$ cat src/sv/bbps_pkg.sv
// Package: shared word types, event codes and the beep pattern table.
`timescale 1ns / 1ps

package bbps_pkg;

  // Action codes
  localparam logic ACT_TICK = 1'b0;
  localparam logic ACT_PLAY = 1'b1;

  // Event codes with special handling
  localparam logic [2:0] EV_OFF    = 3'd0;
  localparam logic [2:0] EV_BUTTON = 3'd1;
  localparam logic [2:0] EV_READY  = 3'd2;
  localparam logic [2:0] EV_START  = 3'd3;
  localparam logic [2:0] EV_STOP   = 3'd4;
  localparam logic [2:0] EV_DONE   = 3'd5;
  localparam logic [2:0] EV_ERROR  = 3'd6;
  localparam logic [2:0] EV_UNUSED = 3'd7;

  localparam int TIME_W  = 32;
  localparam int PULSE_W = 3;
  localparam int ON_W    = 10;
  localparam int OFF_W   = 9;

  typedef struct packed {
    logic              action;
    logic [2:0]        event_req;
    logic              error_lock;
    logic [TIME_W-1:0] now;
  } in_word_t;

  typedef struct packed {
    logic buzzer_on;
    logic busy_res;
  } out_word_t;

  typedef struct packed {
    logic [PULSE_W-1:0] pulses;
    logic [ON_W-1:0]    on_ms;
    logic [OFF_W-1:0]   off_ms;
  } pattern_t;

  // Fixed pattern per event; off and unused events map to an empty pattern
  function automatic pattern_t pattern_lookup(input logic [2:0] ev);
    pattern_t p;
    unique case (ev)
      EV_BUTTON: p = '{pulses: 3'd1, on_ms: 10'd300,  off_ms: 9'd150};
      EV_READY:  p = '{pulses: 3'd2, on_ms: 10'd300,  off_ms: 9'd150};
      EV_START:  p = '{pulses: 3'd3, on_ms: 10'd500,  off_ms: 9'd500};
      EV_STOP:   p = '{pulses: 3'd2, on_ms: 10'd1000, off_ms: 9'd150};
      EV_DONE:   p = '{pulses: 3'd4, on_ms: 10'd1000, off_ms: 9'd500};
      EV_ERROR:  p = '{pulses: 3'd4, on_ms: 10'd500,  off_ms: 9'd150};
      default:   p = '{pulses: 3'd0, on_ms: 10'd0,    off_ms: 9'd0};
    endcase
    return p;
  endfunction

endpackage

$ cat src/sv/buzzer_beep_pattern_sequencer_unit.sv
// Top level: buzzer beep pattern sequencer with input and result registers.
//
// Usage:
//   The input channel (in_valid/in_ready/in_data) takes one word per cycle unless stalled.
//   A word is either a millisecond tick (action 0) or a play request
//   (action 1) for an event; the event picks a fixed beep pattern.
//   Every input word yields exactly one result word on the output channel
//   (out_valid/out_ready/out_data): the buzzer drive level and the busy
//   flag after that word.
//   An accepted word passes the input register and then the result register.
//   Throughput: one word per cycle unless the receiver stalls; the state
//   update is a single 32-bit subtract and compare between the input and
//   result registers.
//   Reset (rst_n low, synchronous) empties both registers and clears the
//   sequence: buzzer off, not busy.
//   When the receiver stalls, the result stays in place, one more word
//   waits in the input register, and then in_ready drops until the
//   result is taken.
`timescale 1ns / 1ps

module buzzer_beep_pattern_sequencer_unit (
  input  logic                clk,
  input  logic                rst_n,
  input  logic                in_valid,
  output logic                in_ready,
  input  bbps_pkg::in_word_t  in_data,
  output logic                out_valid,
  input  logic                out_ready,
  output bbps_pkg::out_word_t out_data
);

  logic                hold_valid;
  bbps_pkg::in_word_t  hold_data;
  logic                advance;
  logic                fire;
  bbps_pkg::out_word_t result;

  logic                out_valid_r, out_valid_nxt;
  bbps_pkg::out_word_t out_data_r;

  // Result slot free when empty or being taken
  assign advance = !out_valid_r || out_ready;
  assign fire    = hold_valid && advance;

  bbps_in_reg u_in_reg (
    .clk        (clk),
    .rst_n      (rst_n),
    .in_valid   (in_valid),
    .in_ready   (in_ready),
    .in_data    (in_data),
    .take       (fire),
    .hold_valid (hold_valid),
    .hold_data  (hold_data)
  );

  bbps_seq_core u_core (
    .clk    (clk),
    .rst_n  (rst_n),
    .fire   (fire),
    .word   (hold_data),
    .result (result)
  );

  // Result register
  always_comb begin
    out_valid_nxt = out_valid_r;
    if (advance) begin
      out_valid_nxt = hold_valid;
    end
  end

  always_ff @(posedge clk) begin
    if (!rst_n) begin
      out_valid_r <= 1'b0;
    end else begin
      out_valid_r <= out_valid_nxt;
    end
  end

  always_ff @(posedge clk) begin
    if (fire) begin
      out_data_r <= result;
    end
  end

  assign out_valid = out_valid_r;
  assign out_data  = out_data_r;

endmodule

$ cat src/sv/bbps_in_reg.sv
// Input register stage: holds one accepted word until the sequencer takes it.
`timescale 1ns / 1ps

module bbps_in_reg (
  input  logic               clk,
  input  logic               rst_n,
  input  logic               in_valid,
  output logic               in_ready,
  input  bbps_pkg::in_word_t in_data,
  input  logic               take,
  output logic               hold_valid,
  output bbps_pkg::in_word_t hold_data
);

  logic               valid_r;
  logic               valid_nxt;
  bbps_pkg::in_word_t data_r;

  // Free when empty or when the held word leaves this cycle
  assign in_ready   = !valid_r || take;
  assign hold_valid = valid_r;
  assign hold_data  = data_r;

  always_comb begin
    valid_nxt = valid_r;
    if (in_ready) begin
      valid_nxt = in_valid;
    end
  end

  always_ff @(posedge clk) begin
    if (!rst_n) begin
      valid_r <= 1'b0;
    end else begin
      valid_r <= valid_nxt;
    end
  end

  // Payload, no reset
  always_ff @(posedge clk) begin
    if (in_valid && in_ready) begin
      data_r <= in_data;
    end
  end

endmodule

$ cat src/sv/bbps_seq_core.sv
// Sequencer core: beep state registers and the per-word next-state logic.
`timescale 1ns / 1ps

module bbps_seq_core (
  input  logic                clk,
  input  logic                rst_n,
  input  logic                fire,
  input  bbps_pkg::in_word_t  word,
  output bbps_pkg::out_word_t result
);

  logic [bbps_pkg::PULSE_W-1:0] pulses_left_r, pulses_left_nxt;
  logic                         seq_active_r, seq_active_nxt;
  logic                         level_high_r, level_high_nxt;
  logic [bbps_pkg::ON_W-1:0]    on_time_r, on_time_nxt;
  logic [bbps_pkg::OFF_W-1:0]   off_time_r, off_time_nxt;
  logic [bbps_pkg::TIME_W-1:0]  last_toggle_r, last_toggle_nxt;

  bbps_pkg::pattern_t          pat;
  logic [bbps_pkg::TIME_W-1:0] elapsed;
  logic                        on_done;
  logic                        off_done;

  assign pat      = bbps_pkg::pattern_lookup(word.event_req);
  // Wrapping elapsed time since last toggle
  assign elapsed  = word.now - last_toggle_r;
  assign on_done  = elapsed >= {{(bbps_pkg::TIME_W-bbps_pkg::ON_W){1'b0}}, on_time_r};
  assign off_done = elapsed >= {{(bbps_pkg::TIME_W-bbps_pkg::OFF_W){1'b0}}, off_time_r};

  // Next state for the word at hand
  always_comb begin
    pulses_left_nxt = pulses_left_r;
    seq_active_nxt  = seq_active_r;
    level_high_nxt  = level_high_r;
    on_time_nxt     = on_time_r;
    off_time_nxt    = off_time_r;
    last_toggle_nxt = last_toggle_r;
    if (word.action == bbps_pkg::ACT_PLAY) begin
      if (word.event_req == bbps_pkg::EV_OFF) begin
        pulses_left_nxt = '0;
        seq_active_nxt  = 1'b0;
        level_high_nxt  = 1'b0;
        on_time_nxt     = '0;
        off_time_nxt    = '0;
        last_toggle_nxt = '0;
      end else if (word.event_req != bbps_pkg::EV_UNUSED &&
                   (!word.error_lock || word.event_req == bbps_pkg::EV_ERROR)) begin
        // Start or restart with the new pattern
        pulses_left_nxt = pat.pulses;
        on_time_nxt     = pat.on_ms;
        off_time_nxt    = pat.off_ms;
        seq_active_nxt  = 1'b1;
        level_high_nxt  = 1'b1;
        last_toggle_nxt = word.now;
      end
    end else begin
      priority if (!seq_active_r) begin
        level_high_nxt = 1'b0;
      end else if (level_high_r) begin
        // On phase over: go quiet, use up a pulse
        if (on_done) begin
          level_high_nxt  = 1'b0;
          last_toggle_nxt = word.now;
          if (pulses_left_r != '0) begin
            pulses_left_nxt = pulses_left_r - 1'b1;
          end
        end
      end else if (off_done) begin
        if (pulses_left_r == '0) begin
          seq_active_nxt = 1'b0;
        end else begin
          level_high_nxt  = 1'b1;
          last_toggle_nxt = word.now;
        end
      end
    end
  end

  assign result.buzzer_on = level_high_nxt;
  assign result.busy_res  = seq_active_nxt;

  always_ff @(posedge clk) begin
    if (!rst_n) begin
      pulses_left_r <= '0;
      seq_active_r  <= 1'b0;
      level_high_r  <= 1'b0;
      on_time_r     <= '0;
      off_time_r    <= '0;
      last_toggle_r <= '0;
    end else if (fire) begin
      pulses_left_r <= pulses_left_nxt;
      seq_active_r  <= seq_active_nxt;
      level_high_r  <= level_high_nxt;
      on_time_r     <= on_time_nxt;
      off_time_r    <= off_time_nxt;
      last_toggle_r <= last_toggle_nxt;
    end
  end

endmodule

$ cat config.mk
export PLATFORM = sky130hd
export DESIGN_NAME = buzzer_beep_pattern_sequencer_unit
export DESIGN_NICKNAME = d
export VERILOG_FILES = /design/src/sv/bbps_pkg.sv /design/src/sv/buzzer_beep_pattern_sequencer_unit.sv /design/src/sv/bbps_in_reg.sv /design/src/sv/bbps_seq_core.sv
export SDC_FILE = /design/constraint.sdc
export NUM_CORES = 1
export LEC_CHECK = 0
export BUFFER_PORTS_ARGS = -buffer_cell sky130_fd_sc_hd__buf_2
export CAP_MARGIN = 30
export CORE_MARGIN = 2
export CORE_UTILIZATION = 65
export CTS_CLUSTER_DIAMETER = 50
export DETAILED_ROUTE_END_ITERATION = 16
export HOLD_SLACK_MARGIN = 0.06
export PLACE_DENSITY = 0.87
export SYNTH_ARGS = -nofsm -noshare
export SYNTH_HDL_FRONTEND = slang
export SYNTH_HIERARCHICAL = 1
export SYNTH_SLANG_ARGS = --single-unit
export TNS_END_PERCENT = 20
$ cat constraint.sdc
create_clock -name clk -period 10.35 [get_ports clk]
set_input_delay 1.035 -clock clk [delete_from_list [all_inputs] [get_ports clk]]
set_output_delay 1.035 -clock clk [all_outputs]
set_load 0.1 [all_outputs]
After elaboration in Yosys (flattened, before gate mapping) --
Index checks and enable logic that the tools add are counted.
Word-level totals: flip-flop bits (word level) 97, bits of input ports 41
Operators by class: add/subtract/negate cells 2, $lt $le $gt $ge 2, equality and inequality tests 10, mux-type cells 34, reduce and logical (&&, ||, !) cells 21
Operator list (number):
- two-way mux 32 bit | 8
- case mux 22 bit (6 select lines) | 1
- >= comparator 32 x 10 -> 1 bit | 1
- >= comparator 32 x 9 -> 1 bit | 1
- subtractor 32 bit | 1
- two-way mux 3 bit | 7
- two-way mux 10 bit | 2
- two-way mux 9 bit | 2
- two-way mux 1 bit | 14
- AND reduction 6 bit | 2
- nonzero test 2 bit | 5
- equality test 3 bit (second input constant) | 3
- equality test 3 x 2 -> 1 bit (second input constant) | 2
- zero test 3 bit | 2
- != test 3 bit (second input constant) | 2
- nonzero test 3 bit | 2
- equality test 3 x 1 -> 1 bit (second input constant) | 1
- logical AND 1 bit | 3
- zero test 1 bit | 3
- logical OR 1 bit | 3
- != test 3 x 1 -> 1 bit (second input constant) | 1
- != test 3 x 2 -> 1 bit (second input constant) | 1
- AND reduction 3 bit | 1
- subtractor 3 x 1 -> 3 bit (second input constant) | 1

Longest topological paths before layout --
depth after elaboration 6, mapped depth 20, mapped depth without buffers 18

By module --
Netlist, hierarchy kept.
Modules (own cells, without submodules):
- bbps_seq_core | times used 1, cells each 583, area an instance 4525.6 um^2, seq. area each 900.9 um^2
- bbps_in_reg | times used 1, cells each 42, area an instance 1168.6 um^2, seq. area each 1131.1 um^2
- buzzer_beep_pattern_sequencer_unit | times used 1, cells each 6, area an instance 107.6 um^2, seq. area each 80.1 um^2

Worst setup path before layout --
No wires, ideal clock.
path kind reg2reg, start point register u_in_reg.data_r, in the netlist u_in_reg/hold_data[0], end point register u_core/last_toggle_r[1] in the netlist's numbering, arrival 3718 ps, required time 10233 ps, setup slack 6515 ps, cell stages (with the launch flop) 21, clock period less this slack 3835 ps, path through edfxtp_1 > inv_1 > ha_1 > inv_1 > fa_1 > a21o_1 > a221o_1 > buf_2 > a21oi_1 > xnor2_1 > ha_1 > o21a_1 > o21a_1 > o31a_1 > a311o_1 > nor3_1 > a21oi_1 > nor4_4 > nor2_1 > buf_2 > a32o_1
Between the ends: word-level cells in the longest chain between the ends 4
Ends and longest elaborated chain:
- start, declared | RTL line bbps_in_reg.sv:17 | bbps_pkg::in_word_t data_r;
- start signal, assigned | RTL line bbps_in_reg.sv:42 | data_r <= in_data;
- subtractor 32 bit * | RTL line bbps_seq_core.sv:26 | assign elapsed = word.now - last_toggle_r;
- >= comparator 32 x 10 -> 1 bit or >= comparator 32 x 9 -> 1 bit (tied branches) | RTL line bbps_seq_core.sv:27, bbps_seq_core.sv:28
- != test 3 bit (no source line) or nonzero test 3 bit (tied branches)
- AND reduction 6 bit (no source line) *
- end signal, assigned | RTL line bbps_seq_core.sv:96 | last_toggle_r <= last_toggle_nxt;
- end, declared | RTL line bbps_seq_core.sv:17 | logic [bbps_pkg::TIME_W-1:0] last_toggle_r, last_toggle_nxt;
Mark *: on every way between the ends. The rest lies on a longest branch, timed or not. A chain may end at the register's enable or synchronous reset.

Final worst setup path --
start point register u_in_reg.data_r, in the netlist u_in_reg/hold_data[0], end point register u_core/last_toggle_r[0] in the netlist's numbering
Between the ends: word-level cells in the longest chain between the ends 5
Ends and longest elaborated chain:
- branches (longest 5 deep; another with subtractor 32 bit)
Several ways; the timed one is not identified. The select of a mux whose other input is x is not followed.

==> flow_summary.yaml <==
yosys:
  yosysSeqAreaShare_pct: 36.4
  synth-seq-cells: 86
  synth-main-ff-cell: "dfxtp_1"
  synth_edf_count: 39
  syn-cell-area_um2: 5800
  synth_top_area_cell: "edfxtp_1"
  yosysTopAreaCellShare_pct: 20.2
  syn_inst: 631
  yosysUniqueCellTypes: 73
  syn-num-nets: 721
  synthTopCellsByArea: "edfxtp_1, dfxtp_1, ha_1"
  async_flop_share_pct: 0
  synth_warnings: 6
  avgSynthCellArea_um2: 9.19
worst_setup_path:
  critical_path_peak_fanout: 32
  crit_required_ns: 10.63
  crit-reg2reg-capture: "u_core/last_toggle_r[0]"
  reg2reg_slack_ns: 6.00
  r2r_cells: 18
  worstSetupStartpoint: "u_in_reg/hold_data[0]"
  path_class: "reg2reg"
  crit_path_end_kind: "flip-flop"
  start_kind: "flip-flop"
  cp.arrival_ns: 4.63
  cp-endpoint: "u_core/last_toggle_r[0]"
  r2r_start: "u_in_reg/hold_data[0]"
grt:
  globalRouteOverflowTotal: 0
  track_usage_pct: 29.2
  grt_pass1_vias: 4815
  antenna_found_initial: 0
  grt_pass1_wl_um: 23100
  grt_max_degree: 48
flow_run:
  drv_cap: 0
route:
  drc: 0
  dr.pass1.iters: 5
  ant_nets: 0
  via_per_inst: 6.63
  wl_per_cell_um: 17.9
  routed_wl_um: 13600
  drtIter0Drc: 402
  vias: 5051
power:
  p_int_uw: 576
  ir_drop_v: 0.0000916
  power_density_nw_per_um2: 140
  p_switching_uw: 286
  swShare_pct: 33.2
  p_comb_share_pct: 27.0
  p_clk_share_pct: 28.1
  p_seq_share_pct: 45.0
  fin_total_pwr_uw: 862
  p_leak_nw: 2.29
cts:
  holdBufCountCts: 0
  clk_path_buf_depth: 2
  numCtsBuffers: 9
  cts_sinks: 86
  cts_resized: 0
  clk_latency_ns: 0.37
  cts_tree: "built"
  cts-htree-levels: 3
  cts.clk_slew.worst_paths_ns: 0.09
  cts-root-buf: "clkbuf_8"
  post_cts_buffers: 0
placement:
  dp_hpwl_um: 9930
  gp_congestion: 0.936
  port-buffer-count: 44
finish:
  final_layout_size_suffix_gt1_share_pct: 12.4
  multi_input_area_um2: 3320
  fillers: 693
  nets: 739
  seq_area_um2: 2110
  diodes: 0
  syn_to_final_growth_pct: 6.34
timing:
  fmax_ghz: 0.230
  tns_ns: 0
  max_slew_margin_pct: 38.5
  hold_violations: 0
  tightestPinTransition_ns: 0.922
  clock_skew_ns: 0.0192
  finalSetupViolCount: 0
  final.min_clock_period_ns: 4.35
  rsz0062_at_grt: "no"
  fin_crit_sh_pct: 42.0
  drv_slew: 0
floorplan:
  dieWidth_um: 98.5
  rows: 34
  coreArea_um2: 8680
  die_h_um: 98.5
  io_pins: 45
  start_util_pct: 66.9
  die_area_um2: 9700
status:
  status: "finished, final reports clean"
hold_path:
  hold_path_class: "reg2reg"
  holdPathStages: 2
power groups by stage:
| stage | Combinational (mW) | Clock (mW) | Sequential, mW |
|---|---|---|---|
| global route | 0.258 | 0.259 | 0.391 |
| floorplan | 0.174 | 0 | 0.396 |
| detailed placement | 0.227 | 0 | 0.396 |
| global placement | 0.220 | 0 | 0.394 |
| CTS | 0.228 | 0.247 | 0.388 |
| finish | 0.233 | 0.242 | 0.388 |
sequential cells by signal (all words and copies together) (netlist names):
name / flops
out_data: 2
out_valid: 1
u_core/last_toggle_r: 32
u_core/level_high_r: 1
u_core/off_time_r: 2
u_core/on_time_r: 6
u_core/pulses_left_r: 3
u_core/seq_active_r: 1
u_in_reg/hold_data: 37
u_in_reg/hold_valid: 1
stage by stage:
stage / cells / instance area [um2] / worst slack (ns) / util [%] / hold WS, ns
2_1_floorplan: 631 / 5800 / 6.51 / - / 0.432
3_3_place_gp: 746 / 5970 / 6.22 / 68.8 / 0.444
3_5_place_dp: 746 / 5970 / 6.03 / 68.8 / 0.446
4_1_cts: 762 / 6170 / 6.01 / 71.1 / 0.459
5_1_grt: 762 / 6170 / 5.64 / 71.1 / 0.499
6_report: 762 / 6170 / 6.00 / 71.1 / 0.458
how the worst min path moves through the flow:
stage                           to  slack [ns]                start
2_1_floorplan  u_core/on_time_r[3]        0.43  u_core/on_time_r[3]
3_3_place_gp   u_core/on_time_r[3]        0.44  u_core/on_time_r[3]
3_5_place_dp   u_core/on_time_r[4]        0.45  u_core/on_time_r[4]
4_1_cts        u_core/on_time_r[4]        0.46  u_core/on_time_r[4]
5_1_grt        u_core/on_time_r[4]        0.50  u_core/on_time_r[4]
6_report       u_core/on_time_r[3]        0.46  u_core/on_time_r[3]
synth_stat cells (8+ instances only):
cell type / instances
a21oi_1: 45
edfxtp_1: 39
clkbuf_1: 21
a32o_1: 34
a211oi_1: 8
xnor2_1: 11
nor3_1: 10
a21o_1: 15
inv_1: 49
o21ai_0: 26
xor2_1: 10
o21a_1: 10
nand3_1: 19
nand4_1: 12
nor2_1: 32
ha_1: 48
dfxtp_1: 47
buf_2: 10
nand2_1: 55
routing by layer:
layer / vias up / global-route usage, % / wire length, um
met4: 0 / 9.80 / 318
met3: 25 / 4.54 / 864
li1: 2417 / - / -
met2: 216 / 45.3 / 6180
met5: - / 0 / 0
met1: 2393 / 42.1 / 6260
worst max-delay path, cell delays in order, from the launching register on:
cell,delay (ns)
edfxtp_1,0.39
inv_1,0.07
ha_1,0.15
inv_1,0.06
fa_1,0.40
a21o_1,0.19
a221o_1,0.45
a21oi_1,0.21
xnor2_1,0.17
ha_1,0.27
o21a_1,0.10
o21a_1,0.17
o31a_1,0.10
a311o_1,0.37
nor3_1,0.15
a21oi_1,0.09
nor4_4,0.21
or2b_4,0.45
mux2i_1,0.25
cell type report:
| class | count | share of cell area, % |
|---|---|---|
| clock inverters | 7 | 1.16 |
| well taps | 108 | 2.19 |
| inverters | 49 | 2.98 |
| repair buffers | 45 | 3.69 |
| flip-flops and latches | 86 | 34.2 |
| multi-input cells | 458 | 53.7 |
| clock buffers | 9 | 2.01 |
kinds of logic (layout without fill, tap and decap cells):
family | count (synthesis) | in the layout | share of synthesized area, %
xor gates and xnor gates | 21 | 21 | 3.17
buffers and inverters | 87 | 110 | 6.49
DFF | 86 | 86 | 36.4
adders and majority gates | 49 | 49 | 10.7
and+or+nand+nor | 177 | 177 | 15.9
AOI/OAI and AO/OA | 209 | 209 | 27.0
muxes | 2 | 2 | 0.345
layout by cell type (no fill, tap or decap), types with 19 or more instances in the layout:
cell type	Yosys	routed
edfxtp_1	39	39
dfxtp_1	47	47
a21oi_1	45	45
inv_1	49	49
nand3_1	19	19
o21ai_0	26	26
nor2_1	32	31
nand2_1	55	55
buf_2	10	44
a32o_1	34	34
ha_1	48	48
(Power assumes the default switching activity.)
